[src/hw/rtl/sandpile_ram.sv]
// Generic single-port-write, single-port-read RAM with a registered read.
// Standalone; used for the grid copies and the row window of the toppling grid.
module sandpile_ram #(
    parameter int WIDTH = 32,
    parameter int DEPTH = 64
) (
    input  logic                     i_clk,
    input  logic                     i_wr_en,
    input  logic [$clog2(DEPTH)-1:0] i_wr_addr,
    input  logic [WIDTH-1:0]         i_wr_data,
    input  logic [$clog2(DEPTH)-1:0] i_rd_addr,
    output logic [WIDTH-1:0]         o_rd_data
);

    logic [WIDTH-1:0] r_mem [DEPTH];

    always_ff @(posedge i_clk) begin
        if (i_wr_en) begin
            r_mem[i_wr_addr] <= i_wr_data;
        end
        o_rd_data <= r_mem[i_rd_addr];
    end

endmodule

[config.mk]
export PLATFORM = sky130hd
export DESIGN_NAME = sandpile_ram
export DESIGN_NICKNAME = d
export VERILOG_FILES = /design/src/hw/rtl/sandpile_ram.sv
export SDC_FILE = /design/constraint.sdc
export NUM_CORES = 2
export LEC_CHECK = 0
export ABC_AREA = 1
export BUFFER_PORTS_ARGS = -buffer_cell sky130_fd_sc_hd__buf_2
export CAP_MARGIN = 20
export CORE_MARGIN = 2
export CORE_UTILIZATION = 40
export CTS_CLUSTER_DIAMETER = 100
export CTS_CLUSTER_SIZE = 30
export DETAILED_ROUTE_END_ITERATION = 8
export PLACE_DENSITY = 0.67
export RECOVER_POWER = 50
export REMOVE_ABC_BUFFERS = 1
export SYNTH_ARGS = -nofsm -noshare
export SYNTH_HDL_FRONTEND = slang
export SYNTH_SLANG_ARGS = --single-unit
[constraint.sdc]
create_clock -name i_clk -period 4.3 [get_ports i_clk]
set_input_delay 0.43 -clock i_clk [delete_from_list [all_inputs] [get_ports i_clk]]
set_output_delay 0.43 -clock i_clk [all_outputs]
set_load 0.02 [all_outputs]
After elaboration in Yosys (flattened, before gate mapping). Memory sizes are Yosys's and may differ from the RTL's. A register that Yosys moved wholly into a read port is not among the register bits. Cells that the tools add are included.

Mux-type cells: 2.

Operator list (number): 2-to-1 mux 1 bit (2).

Memories: 1. Flip-flop bits (word level): 0. RAM bits: 2048. Logic and storage cells: 3. Output and inout port bits: 32. Input port bits: 46.

Memory list: r_mem (words 64, bits a word 32, read ports 1, clocked after Yosys merged registers in 1, write ports 1, RTL line 15) `logic [WIDTH-1:0] r_mem [DEPTH];`.

Logic depth before layout (Yosys ltp).
Depth after elaboration: 2. Depth in mapped cells: 13.

Worst setup path before layout. Ideal clock, no wire load.

Path type: input to register. Start: input port i_wr_en. End: memory r_mem[48][0] (enable). Library setup time: 0.502 ns. Setup slack: -0.260 ns. Arrival: 4.058 ns. Stages: 3. Path through: clkbuf_1 nand4_1 nor4_1.

Longest elaborated chain between the ends: 2.

Ends and longest elaborated chain: from (decl) (RTL line 8) `input logic i_wr_en,`; 2-to-1 mux 1 bit (RTL line 18) `if (i_wr_en) begin`; 2-to-1 mux 1 bit (not written as such) (RTL line 19) `r_mem[i_wr_addr] <= i_wr_data;`; to (decl) (RTL line 15).

No other way between the ends.

Worst setup path after layout.
Start: input port i_wr_data[12]. End: memory r_mem[35][12] (data pin).

RTL lines: from (decl) (RTL line 10) `input logic [WIDTH-1:0] i_wr_data,`.

No word-level cell before the write port.

==> reports/metrics.yaml <==
run_status:
  outcome: "finished with violations"
  violations: "capacitance limit, slew limit"
placement:
  hpwl_um: 122000
  placed_cells: 9251
  io_buffers: 77
  place_congestion: 0.838
  placed_cell_area_mm2: 0.0866
synth:
  synth-seq-cells: 2080
  synth_cell_type_count: 16
  yosysWarnings: 0
  synth_simple_gate_area_frac: 0.221
  synth_top_family_by_area: "simple AND/OR/NAND/NOR gates"
  yosysSeqAreaShare: 0.751
  syn_avg_cell_area_um2: 12.2
  synth_fa_ha_area_frac: 0
  synth_area_mm2: 0.0827
  synthXorXnorAreaFrac: 0
  synth_compound_area_frac: 0
  synthCells: 6769
  synth_mux_area_frac: 0
global_route:
  gr-usage-all-layers: 0.213
  antenna_found_initial: 30
  grt_pass1_vias: 50600
  gr-total-overflow: 0
  grt_max_degree: 188
  grt_pass1_wl_um: 336000
hold_path:
  min_path_cells: 1
  min_from: "i_wr_data[2]"
  hold_end: "r_mem[52][2]"
  min_path_type: "primary input to flop"
timing:
  clock_skew_ns: 0.0416
  setup_viol: 0
  rsz0062_at_grt: "no"
  hold_viol_final: 0
  drv_slew: 1791
  timing.fmax_mhz: 324
  period_share: 0.718
  worstMarginPinSlew_ns: 3.37
  period_needed_ns: 3.09
  max-slew-margin-rel: -1.25
finish:
  finalCoreUtilization: 0.433
  fin_area_mm2: 0.0888
  area_growth_pct: 7.29
  drive_gt1_frac: 0.0515
  fill_cells: 18400
  layout.nets: 6704
  instances_no_fill: 9414
detailed_routing:
  drt-pass1-iter-count: 6
  finalWirelength_um: 229000
  num_vias: 53500
  routed_via_density: 5.68
  ant_nets: 0
  drt_iter0_drc: 6984
  drt-wirelength-per-cell_um: 24.4
  drc: 0
floorplanning:
  dieArea_mm2: 0.210
  io_pins: 78
  initial_utilization: 0.403
  core_area_mm2: 0.205
  rows: 166
  die_x_um: 459
  die_y_um: 459
power_and_ir_drop:
  ir_drop_mv: 0.278
  power_leakage_nw: 30.2
  p_per_area_mw_per_mm2: 390
worst_setup_path:
  ff2ff_path_depth: 8
  r2r_slack_ns: 2.70
  critPathCaptureType: "flop"
  start_kind: "primary input"
  reg2reg_from: "r_mem[55][13]"
  crit_fanout: 61
  reg2reg_to: "o_rd_data[13]"
  crit_arrival_ns: 3.26
  crit_type: "primary input to flop"
  crit_required_ns: 4.47
clock_tree:
  cts_buffers: 79
  cts_root_buf: "clkbuf_16"
  clk_latency_ns: 0.75
  cts_setup_buffers: 0
  cts.clk_slew.worst_paths_ns: 0.11
  cts_hold_buf: 0
  clock_path_buffers: 3
  cts_resized: 0
  cts_tree: "done"
  cts_sinks: 2080
  cts_max_level: 3
job:
  drv_cap: 33
## kinds of logic (layout without fill, tap and decap cells)
group / after synthesis / after routing
and+or+nand+nor: 4228 / 4228
DFF: 2080 / 2080
buffers and inverters: 461 / 409
other: 0 / 9
## through the flow
step	hold slack (ns)	setup TNS, ns	setup WS [ns]	total power, mW
global placement	0.795	0	1.31	25.4
finish	0.0600	0	1.21	34.6
global route	0.0559	0	1.17	35.6
CTS	0.140	0	2.11	34.7
detailed placement	0.790	0	1.29	25.5
floorplan	0.529	-68.11	-1.67	24.2
## cells in the mapped netlist (all sizes together)
cell type  count  area, um2
nand3       1907       9540
nor2          56        210
nand4          9       56.3
clkbuf        77        289
nor4           8       50.1
dfxtp         32        641
buf          372       1960
edfxtp      2048      61500
nand2       2248       8440
inv           12       47.6
## routing by layer
layer,GRT usage,part of all wire
met5,0,0.00039
met4,0.0918,0.046
met3,0.0257,0.091
met2,0.358,0.49
met1,0.278,0.38
## area by class of cell
class	count	area, um2	area share
diodes	9	22.5	0.000254
clock inverters	6	88.8	0.00100
multi-input cells	4228	18700	0.211
well taps	2688	3360	0.0379
flip-flops and latches	2080	62100	0.700
repair buffers	257	2180	0.0246
clock buffers	134	2200	0.0248
inverters	12	82.6	0.000930
## power breakdown
part	switching (mW)	total (mW)	internal [mW]
sequential	0.0863	22.5	22.4
clock	5.88	9.54	3.66
combinational	1.94	2.55	0.610
total	7.90	34.6	26.7
## sequential cells by signal, summed over array words and instances, names as in the netlist
signal / flops
r_mem: 2048
o_rd_data: 32
## placed cells by master, fill, tap and decap left out, drive strengths merged
| master | instances |
|---|---|
| nand4 | 9 |
| nand2 | 2248 |
| nor4 | 8 |
| diode | 9 |
| clkbuf | 188 |
| buf | 202 |
| clkinv | 2 |
| nand3 | 1907 |
| dlygate4sd3 | 1 |
| inv | 15 |
| bufinv | 1 |
| nor2 | 56 |
| dfxtp | 32 |
| edfxtp | 2048 |
## worst max-delay path: stages
cell and delay [ns]:
dlygate4sd3_1 0.65, clkbuf_1 0.30, clkbuf_1 1.82
## worst max-delay path by stage
stage | from | endpoint | slack, ns | depth (start not counted)
2_1_floorplan | i_rd_addr[0] | o_rd_data[17] | -1.67 | 9
3_3_place_gp | i_rd_addr[1] | o_rd_data[23] | 1.31 | 10
3_5_place_dp | i_rd_addr[1] | o_rd_data[23] | 1.29 | 10
4_1_cts | i_rd_addr[0] | o_rd_data[17] | 2.11 | 12
5_1_grt | i_wr_data[12] | r_mem[48][12] | 1.17 | 3
6_report | i_wr_data[12] | r_mem[35][12] | 1.21 | 3
(Power assumes the default switching activity.)
